===== src/rtl/mmdd_pkg.sv =====
package mmdd_pkg;

    // Item and state widths.
    localparam int DATA_W = 24;
    localparam int SUM_W  = 30;

    // Number of samples held in the ring.
    localparam int WINDOW = 45;
    localparam int IDX_W  = $clog2(WINDOW);
    localparam int CNT_W  = $clog2(WINDOW + 1);

    // Sample offset and threshold reset value.
    localparam logic [DATA_W-1:0] SAMPLE_OFFSET   = 24'h7FFFFF;
    localparam logic [DATA_W-1:0] RAW_MOST_NEG    = 24'h800000;
    localparam logic [DATA_W-1:0] THRESHOLD_RESET = 24'd350000;

    // Configuration port layout.
    localparam int APB_ADDR_W = 3;
    localparam int APB_DATA_W = 32;
    localparam logic [0:0] REG_THRESHOLD = 1'b0;

    // Stream payload widths.
    localparam int IN_TDATA_W  = 24;
    localparam int OUT_TDATA_W = 56;

    // Mean by reciprocal multiplication: with the shift set to the sum width plus
    // the bit length of the window, the rounded-up reciprocal gives the exact
    // truncated quotient for every sum value.
    localparam int MEAN_SHIFT = SUM_W + $clog2(WINDOW);
    localparam longint unsigned MEAN_RECIP =
        ((64'd1 << MEAN_SHIFT) + WINDOW - 1) / WINDOW;
    localparam int RECIP_W = SUM_W + 1;
    localparam int PROD_W  = SUM_W + RECIP_W;

    // Write request into the sample ring.
    typedef struct packed {
        logic              en;
        logic [IDX_W-1:0]  addr;
        logic [DATA_W-1:0] data;
    } ring_wr_t;

    // Truncated window mean, limited to the sample width.
    function automatic logic [DATA_W-1:0] window_mean_of(input logic [SUM_W-1:0] sum);
        logic [PROD_W-1:0] prod;
        prod = PROD_W'(sum) * PROD_W'(MEAN_RECIP);
        return prod[MEAN_SHIFT +: DATA_W];
    endfunction

endpackage


===== src/rtl/mmdd_ring.sv =====
module mmdd_ring (
    input  logic                     clk,
    input  logic                     rst_n,
    input  mmdd_pkg::ring_wr_t       wr,
    input  logic [mmdd_pkg::IDX_W-1:0]  rd_addr,
    output logic [mmdd_pkg::DATA_W-1:0] rd_data
);
    import mmdd_pkg::*;

    logic [DATA_W-1:0] mem [WINDOW];
    logic [DATA_W-1:0] rd_raw_reg;
    logic [DATA_W-1:0] byp_data_reg;
    logic              byp_reg;

    // Sample memory with one write port and one registered read port.
    always_ff @(posedge clk)
    begin
        if (wr.en)
        begin
            mem[wr.addr] <= wr.data;
        end
        rd_raw_reg   <= mem[rd_addr];
        byp_data_reg <= wr.data;
    end

    // A write to the address being read in the same cycle is forwarded.
    always_ff @(posedge clk or negedge rst_n)
    begin
        if (!rst_n)
        begin
            byp_reg <= 1'b0;
        end
        else
        begin
            byp_reg <= wr.en && (wr.addr == rd_addr);
        end
    end

    assign rd_data = byp_reg ? byp_data_reg : rd_raw_reg;

endmodule


===== src/rtl/moving_mean_deviation_detector.sv =====
// Moving-mean deviation detector. Each signed 24-bit reading on the input stream is
// offset by 0x7FFFFF (the most negative reading clamps to zero) and checked against
// the truncated mean of the last 45 stored samples; one result item leaves for every
// input item. While the window fills, samples are stored and summed and the result
// shows filling with zero mean and deviation. Once full, a deviation strictly above
// deviation_threshold (APB register at address 0, reset 350000) raises detect, drops
// the sample and restarts the fill; otherwise every second checked sample replaces the
// oldest ring entry. The block accepts one item per clock cycle while the result stream
// is not stalled. An accepted item sits in the input register while the mean multiplier,
// compare and ring update feed the result register; a stall on the result stream holds
// the item in the input register. The ring is a 45-entry memory whose next read is
// fetched one item ahead, with write forwarding.
module moving_mean_deviation_detector (
    input  logic                                  clk,
    input  logic                                  rst_n,
    // Input stream. tdata: sample_raw[23:0].
    input  logic                                  s_axis_tvalid,
    output logic                                  s_axis_tready,
    input  logic [mmdd_pkg::IN_TDATA_W-1:0]       s_axis_tdata,
    // Result stream. tdata: detect[0], window_mean[24:1], deviation[48:25], zero pad.
    output logic                                  m_axis_tvalid,
    input  logic                                  m_axis_tready,
    output logic [mmdd_pkg::OUT_TDATA_W-1:0]      m_axis_tdata,
    // tuser: filling[0].
    output logic                                  m_axis_tuser,
    // Configuration port.
    input  logic                                  psel,
    input  logic                                  penable,
    input  logic                                  pwrite,
    input  logic [mmdd_pkg::APB_ADDR_W-1:0]       paddr,
    input  logic [mmdd_pkg::APB_DATA_W-1:0]       pwdata,
    output logic [mmdd_pkg::APB_DATA_W-1:0]       prdata,
    output logic                                  pready
);
    import mmdd_pkg::*;

    logic              in_valid_reg;
    logic              in_valid_next;
    logic [DATA_W-1:0] sample_reg;
    logic [DATA_W-1:0] sample_in;

    logic [DATA_W-1:0] threshold_reg;
    logic [DATA_W-1:0] threshold_next;

    logic [SUM_W-1:0]  sum_reg;
    logic [SUM_W-1:0]  sum_next;
    logic [CNT_W-1:0]  fill_reg;
    logic [CNT_W-1:0]  fill_next;
    logic [IDX_W-1:0]  oldest_reg;
    logic [IDX_W-1:0]  oldest_next;
    logic              skip_reg;
    logic              skip_next;

    logic              out_valid_reg;
    logic              out_valid_next;
    logic              detect_reg;
    logic              filling_reg;
    logic [DATA_W-1:0] mean_reg;
    logic [DATA_W-1:0] dev_reg;

    logic              advance;
    logic              full;
    logic              cfg_write;
    logic [DATA_W-1:0] mean_c;
    logic [DATA_W-1:0] dev_c;
    logic              detect_c;
    logic [DATA_W-1:0] oldest_data;
    logic [IDX_W-1:0]  rd_addr;
    ring_wr_t          ring_wr;

    // Handshakes: the input register moves on whenever the result register is free.
    assign advance        = in_valid_reg && (!out_valid_reg || m_axis_tready);
    assign s_axis_tready  = !in_valid_reg || advance;
    assign in_valid_next  = s_axis_tvalid && s_axis_tready ? 1'b1 :
                            (advance ? 1'b0 : in_valid_reg);
    assign out_valid_next = advance ? 1'b1 : (m_axis_tready ? 1'b0 : out_valid_reg);

    // Offset the reading; the most negative reading would go below zero and clamps.
    assign sample_in = (s_axis_tdata[DATA_W-1:0] == RAW_MOST_NEG) ? '0 :
                       s_axis_tdata[DATA_W-1:0] + SAMPLE_OFFSET;

    // Configuration register access.
    assign pready         = 1'b1;
    assign cfg_write      = psel && penable && pwrite && (paddr[2] == REG_THRESHOLD);
    assign threshold_next = cfg_write ? pwdata[DATA_W-1:0] : threshold_reg;
    assign prdata         = (paddr[2] == REG_THRESHOLD) ?
                            APB_DATA_W'(threshold_reg) : '0;

    // Mean, deviation and the threshold check.
    assign full     = (fill_reg == CNT_W'(WINDOW));
    assign mean_c   = window_mean_of(sum_reg);
    assign dev_c    = (sample_reg >= mean_c) ? (sample_reg - mean_c) : (mean_c - sample_reg);
    assign detect_c = (dev_c > threshold_reg);

    // Window state update for the item in the input register.
    always_comb
    begin
        sum_next     = sum_reg;
        fill_next    = fill_reg;
        oldest_next  = oldest_reg;
        skip_next    = skip_reg;
        ring_wr.en   = 1'b0;
        ring_wr.addr = oldest_reg;
        ring_wr.data = sample_reg;
        if (advance)
        begin
            if (!full)
            begin
                ring_wr.en   = 1'b1;
                ring_wr.addr = fill_reg[IDX_W-1:0];
                sum_next     = sum_reg + SUM_W'(sample_reg);
                fill_next    = fill_reg + CNT_W'(1);
                oldest_next  = '0;
            end
            else
            begin
                skip_next = !skip_reg;
                if (detect_c)
                begin
                    sum_next    = '0;
                    fill_next   = '0;
                    oldest_next = '0;
                end
                else if (!skip_reg)
                begin
                    ring_wr.en  = 1'b1;
                    sum_next    = sum_reg - SUM_W'(oldest_data) + SUM_W'(sample_reg);
                    oldest_next = (oldest_reg == IDX_W'(WINDOW - 1)) ? '0 :
                                  oldest_reg + IDX_W'(1);
                end
            end
        end
    end

    // The ring read runs one item ahead at the next oldest entry.
    assign rd_addr = oldest_next;

    mmdd_ring u_ring (
        .clk     (clk),
        .rst_n   (rst_n),
        .wr      (ring_wr),
        .rd_addr (rd_addr),
        .rd_data (oldest_data)
    );

    // Control state.
    always_ff @(posedge clk or negedge rst_n)
    begin
        if (!rst_n)
        begin
            in_valid_reg  <= 1'b0;
            out_valid_reg <= 1'b0;
            threshold_reg <= THRESHOLD_RESET;
            sum_reg       <= '0;
            fill_reg      <= '0;
            oldest_reg    <= '0;
            skip_reg      <= 1'b0;
        end
        else
        begin
            in_valid_reg  <= in_valid_next;
            out_valid_reg <= out_valid_next;
            threshold_reg <= threshold_next;
            sum_reg       <= sum_next;
            fill_reg      <= fill_next;
            oldest_reg    <= oldest_next;
            skip_reg      <= skip_next;
        end
    end

    // Input and result payload registers.
    always_ff @(posedge clk)
    begin
        if (s_axis_tvalid && s_axis_tready)
        begin
            sample_reg <= sample_in;
        end
        if (advance)
        begin
            filling_reg <= !full;
            detect_reg  <= full && detect_c;
            mean_reg    <= full ? mean_c : '0;
            dev_reg     <= full ? dev_c : '0;
        end
    end

    assign m_axis_tvalid = out_valid_reg;
    assign m_axis_tuser  = filling_reg;
    assign m_axis_tdata  = OUT_TDATA_W'({dev_reg, mean_reg, detect_reg});

endmodule


===== config.mk =====
export PLATFORM = sky130hd
export DESIGN_NAME = moving_mean_deviation_detector
export DESIGN_NICKNAME = d
export VERILOG_FILES = /design/src/rtl/mmdd_pkg.sv /design/src/rtl/mmdd_ring.sv /design/src/rtl/moving_mean_deviation_detector.sv
export SDC_FILE = /design/constraint.sdc
export NUM_CORES = 2
export LEC_CHECK = 0
export ABC_AREA = 1
export BUFFER_PORTS_ARGS = -buffer_cell sky130_fd_sc_hd__buf_2
export CAP_MARGIN = 10
export CORE_AREA = 5 5 463 465
export DETAILED_ROUTE_END_ITERATION = 10
export DIE_AREA = 0 0 468 470
export GPL_TIMING_DRIVEN = 0
export PLACE_DENSITY_LB_ADDON = 0.15
export SYNTH_ARGS = -nofsm -noshare
export SYNTH_HDL_FRONTEND = slang
export SYNTH_SLANG_ARGS = --single-unit
export TNS_END_PERCENT = 5

===== constraint.sdc =====
create_clock -name clk -period 11.2 [get_ports clk]
set_input_delay 2.8 -clock clk [delete_from_list [all_inputs] [get_ports clk]]
set_output_delay 2.8 -clock clk [all_outputs]
set_load 0.005 [all_outputs]

; Yosys cells after proc, flatten, opt, wreduce, memory -nomap -nowiden
; Memories as Yosys holds them, arrays and structs flattened. A register that Yosys moved wholly into a read port is not among the register bits.
; Index checks and enable logic that the tools add are counted.
[totals]
register_bits = 168
latch_bits = 0
ramBits = 1080
rom_bits = 0
in_bits = 66
out_inout_bits = 92
word_cells = 75
memories = 1
[mem_list]
columns = memory, depth, word_bits, rd, rd_ports_with_merged_regs, write_ports, line_no
row1 = u_ring.mem, 45, 24, 1, 1, 1, mmdd_ring.sv:10  ; logic [DATA_W-1:0] mem [WINDOW];
[classes]
addsub = 8
multipliers = 1
n_div = 0
order_cmp = 2
n_eq_ne = 6
shift = 0
mux = 24
n_bitwise = 1
n_reduce_logical = 18
[ops]
columns = cell, n
row1 = $mux W30, 3
row2 = $mux W24, 3
row3 = $add A30 B24 Y30, 2
row4 = $mul A30 B29 Y58 const B, 1
row5 = $mux W6, 8
row6 = $sub A24 B24 Y24, 2
row7 = $sub A30 B24 Y30, 1
row8 = $add A24 B23 Y24 const B, 1
row9 = $eq A24 B24 Y1 const B, 1
row10 = $ge A24 B24 Y1, 1
row11 = $gt A24 B24 Y1, 1
row12 = $add A6 B1 Y6 const B, 2
row13 = $eq A6 B6 Y1 const B, 2
row14 = $mux W1, 9
row15 = $logic_and A1 B1 Y1, 7
row16 = $mux W7, 1
row17 = $eq A6 B6 Y1, 1
row18 = $reduce_and A2 Y1, 3
row19 = $logic_not A1 Y1, 4
row20 = $reduce_bool A2 Y1, 2
row21 = $ne A3 B2 Y1 const B, 1
row22 = $logic_or A1 B1 Y1, 2
row23 = $ne A2 B1 Y1 const B, 1
row24 = $not A1 Y1, 1

; Depth between registers and ports, before layout
[logic_depth]
word_depth = 9
ltp_mapped = 68

; Hierarchy
; Synthesis repeated with hierarchy kept, for this count alone.
[unflattened]
hier_cells = 7128
hier_area_um2 = 72918.7
[by_module_without_submodules]
columns = module, instances, cells_per_inst, area_each_um2, seq_area_each_um2
row1 = mmdd_ring, 1, 3646, 44966.9, 33417.0
row2 = moving_mean_deviation_detector, 1, 3482, 27951.8, 3960.0

; Worst setup path before layout
; Ideal clock, no wire load.
[synth_path]
path_kind = flip-flop to flip-flop
from = register sum_reg[16]
to = memory u_ring.mem[0][0] (enable)
setup_time_ns = 0.405
arrival_time_ns = 9.996
required_time_ns = 10.795
slack_ns = 0.799
stages_incl_launch_ff = 52
path_buffers = 1
synth_period_minus_slack_ns = 10.401
path_cell_list = dfrtp_1 ha_1 fa_1 inv_1 fa_1 inv_1 fa_1 fa_1 fa_1 fa_1 inv_1 fa_1 inv_1 ha_1 nand2_1 inv_1 nand2_1 nor2_1 [... 16 more ...] nand2_1 inv_1 a31oi_1 buf_2 nand4_1 nand2_1 inv_1 ha_1 nand2_1 nor2_2 nand2_1 nor3_2 nand4_2 nand2_4 nand2_1 nand2_1 nand4_1 nor2_1
[synth_between]
elab_chain_len = 9
word_cells_on_any_way = 11
[synth_rtl]
columns = element, line_no
row1 = "start, declared", moving_mean_deviation_detector.sv:45  ; logic [SUM_W-1:0] sum_reg;
row2 = "start signal, assigned", moving_mean_deviation_detector.sv:164  ; sum_reg <= sum_next;
row3 = $mul A30 B29 Y58, mmdd_pkg.sv:45  ; prod = PROD_W'(sum) * PROD_W'(MEAN_RECIP);
row4 = named net mean_c[21], moving_mean_deviation_detector.sv:64  ; logic [DATA_W-1:0] mean_c;
row5 = $ge A24 B24 Y1, moving_mean_deviation_detector.sv:92  ; assign dev_c = (sample_reg >= mean_c) ? (sample_reg - mean_c) : (mean_c - sample_reg);
row6 = $mux W24, moving_mean_deviation_detector.sv:92
row7 = named net dev_c[15], moving_mean_deviation_detector.sv:65  ; logic [DATA_W-1:0] dev_c;
row8 = $gt A24 B24 Y1, moving_mean_deviation_detector.sv:93  ; assign detect_c = (dev_c > threshold_reg);
row9 = $mux W1, moving_mean_deviation_detector.sv:118  ; if (detect_c)
row10 = $mux W1, moving_mean_deviation_detector.sv:107  ; if (!full)
row11 = $mux W7, moving_mean_deviation_detector.sv:105  ; if (advance)
row12 = $mux W1, mmdd_ring.sv:18  ; if (wr.en)
row13 = $mux W1 (not written as such), mmdd_ring.sv:20  ; mem[wr.addr] <= wr.data;
row14 = "end, declared", mmdd_ring.sv:10
; The timed path passes the listed nets, and every way through them passes these cells.

; Worst setup path in the final report
[layout_path]
from = register sum_reg[2]
to = register u_ring.rd_raw_reg[8], read port of u_ring.mem
[layout_between]
elab_chain_len = 7
word_cells_on_any_way = 9
[layout_rtl]
columns = element, line_no
row1 = $mul A30 B29 Y58 (*), mmdd_pkg.sv:45
row2 = named net mean_c[5], moving_mean_deviation_detector.sv:64
row3 = $sub A24 B24 Y24 / $ge A24 B24 Y1 (equally long branches), moving_mean_deviation_detector.sv:92
row4 = $mux W24 (*), moving_mean_deviation_detector.sv:92
row5 = named net dev_c[8], moving_mean_deviation_detector.sv:65
row6 = $gt A24 B24 Y1 (*), moving_mean_deviation_detector.sv:93
row7 = $mux W6 (*), moving_mean_deviation_detector.sv:118
row8 = $mux W6 (*), moving_mean_deviation_detector.sv:107
row9 = $mux W6 (*), moving_mean_deviation_detector.sv:105
row10 = "end, declared", mmdd_ring.sv:11  ; logic [DATA_W-1:0] rd_raw_reg;
; The timed path passes the listed nets; every way through them passes the cells marked *.
; A chain may end at the register's enable or synchronous reset.

==> flow_metrics.py <==
metrics = {
    "status": {
        "run_status": "complete, but fails checks",
        "violations": "negative setup slack",
    },
    "clock_network": {
        "hold_buffers": 0,
        "cts_tree": "done",
        "clk_transition_reported_paths_ns": 0.07,
        "clockRootBuffer": "clkbuf_16",
        "clk_latency_ns": 0.80,
        "cts_htree_levels": 4,
        "cts_buffers": 135,
        "clockBufferDepth": 3,
        "cts.sinks": 1272,
    },
    "drt": {
        "top_layer_used": "met4",
        "vias": 56700,
        "wl_met3_um": 16900,
        "vias_per_cell": 5.16,
        "met2_length_um": 128000,
        "wl_per_cell_um": 24.6,
        "remaining_drc_errors": 0,
        "met1_length_um": 116000,
        "first_pass_iters": 5,
        "drtIter0Drc": 5188,
        "finalWirelength_um": 270000,
        "drtAntennaViolNets": 0,
    },
    "placed_design": {
        "dpl.hpwl_um": 199000,
        "placed_area_sq_um": 81700,
        "gp_congestion": 0.964,
        "io_buffers": 130,
    },
    "grt": {
        "antenna_found_initial": 9,
        "first_global_vias": 56300,
        "grt_usage_pct": 24.0,
        "grt-ovfl-total": 0,
        "grt_max_degree": 45,
        "grt_first_pass_wirelength_um": 388000,
    },
    "yosys": {
        "yosysSeqAreaShare_pct": 49.9,
        "yosys_register_bits": 1272,
        "ys_warn_count": 0,
        "synth_cells": 7482,
        "synthArstFlopShare_pct": 5.50,
        "yosys.cell_types.count": 64,
        "synth-edff-count": 1154,
        "syn-mean-instance-area_sq_um": 10.0,
        "syn-cell-area_sq_um": 74900,
        "synth_ff_type": "edfxtp_1",
    },
    "sta": {
        "hold_viol": 0,
        "setup_viol": 6,
        "tightest_slew_ns": 1.28,
        "rsz0062_at_grt": "yes",
        "skew_ns": 0.0393,
        "fin_ws_ns": -0.0284,
        "max_freq_mhz": 89.1,
        "maxSlewViolCount": 0,
        "min_period_ns": 11.23,
        "finalCritPeriodShare_pct": 100,
        "slew_headroom_pct": 14.7,
    },
    "worst_setup_path": {
        "arrival_ns": 11.91,
        "cpMaxStageDelayCell": "fa_2",
        "r2r-start": "sum_reg[2]",
        "start_kind": "register",
        "cpPeakStageDelay_ns": 0.62,
        "critPathMaxFanout": 10,
        "timing.rr.end": "u_ring.rd_raw_reg[8]",
        "r2r_slack_ns": -0.03,
        "crit_top_cell": "inv_1",
        "reg2regPathDepth": 58,
        "crit_type": "reg -> reg",
        "end_kind": "register",
        "critPathRequiredTime_ns": 11.88,
    },
    "floorplan": {
        "die-area_sq_um": 220000,
        "die_height_um": 470,
        "io_pins": 158,
        "start_util_pct": 35.8,
        "rows": 168,
        "die_w_um": 468,
        "core_sq_um": 209000,
    },
    "cells_and_area": {
        "area_delta_synth_final_pct": 24.0,
        "final_net_count": 8915,
        "nFillCells": 20000,
        "drive_above_1_share_pct": 19.9,
        "final_common_cell": "inv_1",
        "largest_reg_flops": 1080,
        "final_area_sq_um": 92900,
        "final_cell_mix": "inv_1, nand2_1, edfxtp_1",
    },
    "hold_path": {
        "whs_endpoint": "m_axis_tvalid",
        "holdCritStartpoint": "m_axis_tvalid",
        "min_path_cells": 2,
        "holdCritPathClass": "reg -> reg",
    },
    "flow_run": {
        "max_cap_violations": 0,
    },
}
## critical path, delay by kind of cell, from the launching register on
family / cells / cell delay (ns)
flops: 1 / 0.54
simple gates: 22 / 2.81
xor+xnor: 2 / 0.35
buf+inv: 15 / 1.69
compound gates: 8 / 1.55
fa+ha+maj: 11 / 4.13
## cells in the mapped netlist, types with 15 or more instances
cell,count,area [sq um]
a21o_1,15,113
a21oi_1,296,1480
a31oi_1,22,138
buf_1,22,82.6
buf_2,116,581
buf_4,40,300
buf_6,26,293
clkbuf_1,113,424
dfrtp_1,61,1530
dfxtp_1,48,961
edfxtp_1,1154,34700
fa_1,319,6390
ha_1,458,5730
inv_1,1232,4620
mux2_2,24,270
nand2_1,1290,4840
nand3_1,767,3840
nand3b_1,242,1820
nand4_1,41,257
nor2_1,503,1890
nor3_1,29,145
o211ai_1,19,143
o211ai_2,15,188
o21ai_0,258,1290
o21ai_1,23,115
o21bai_1,16,120
o22ai_1,80,500
xnor2_1,41,359
xor2_1,76,666
## logic make-up (layout without fill, tap and decap cells)
logic type,count (synthesis),in the layout,share of synthesized area (%)
XOR/XNOR,117,117,1.37
other,2,21,0.0100
AND/OR/NAND/NOR,2926,2948,17.6
multiplexers,24,24,0.361
flip-flops,1272,1272,49.9
buffers and inverters,1562,2218,8.52
adder cells (fa/ha/maj),777,777,16.2
AO/OA/AOI/OAI,802,802,6.08
## per-layer routing
layer,track usage [%],up-vias
met5,0,-
met4,6.94,0
met3,3.20,418
met2,40.1,1905
met1,32.8,28300
li1,-,26200
## worst max-delay path by stage
| stage | startpoint | to | depth (start not counted) |
|---|---|---|---|
| 3_3_place_gp | sum_reg[16] | u_ring.mem[31][6] | 44 |
| 5_1_grt | sum_reg[3] | u_ring.rd_raw_reg[8] | 55 |
| 4_1_cts | sum_reg[16] | u_ring.rd_raw_reg[22] | 54 |
| 2_1_floorplan | sum_reg[16] | u_ring.mem[0][0] | 51 |
| 3_5_place_dp | sum_reg[20] | u_ring.rd_raw_reg[8] | 54 |
| 6_report | sum_reg[2] | u_ring.rd_raw_reg[8] | 58 |
## metrics by stage
| step | hold slack (ns) | setup WS, ns | TNS [ns] | std cells | utilization [%] |
|---|---|---|---|---|---|
| floorplan | 0.477 | 0.799 | 0 | 7496 | - |
| global placement | 0.516 | -3.36 | -3297.05 | 10400 | 37.8 |
| detailed placement | 0.528 | -2.63 | -2431.02 | 10500 | 39.1 |
| CTS | 0.539 | -0.0856 | -0.374 | 10900 | 43.0 |
| global route | 0.585 | -0.389 | -74.06 | 11000 | 44.4 |
| finish | 0.556 | -0.0284 | -0.0974 | 11000 | 44.4 |
## repair_timing
action,4_1_cts,5_1_grt
gates resized for setup,688,504
cloned,25,5
setup endpoints to repair,1148,1137
setup buffers,117,69
pin swaps,114,167
## layout make-up
cell class,count,area [sq um],share of cell area [%]
antenna,5,12.5,0.0135
inverter,1241,4710,5.06
clock inverter,56,578,0.622
sequential,1272,37400,40.3
clock buffer,183,3750,4.04
multi-input combinational,4684,35400,38.1
tap,2805,3510,3.78
buffer,315,2640,2.84
timing repair buffer,423,4880,5.25
Power is left out: the tool's default activity adds up to more than one toggle a clock period on the data nets, which glitch-free logic cannot reach.
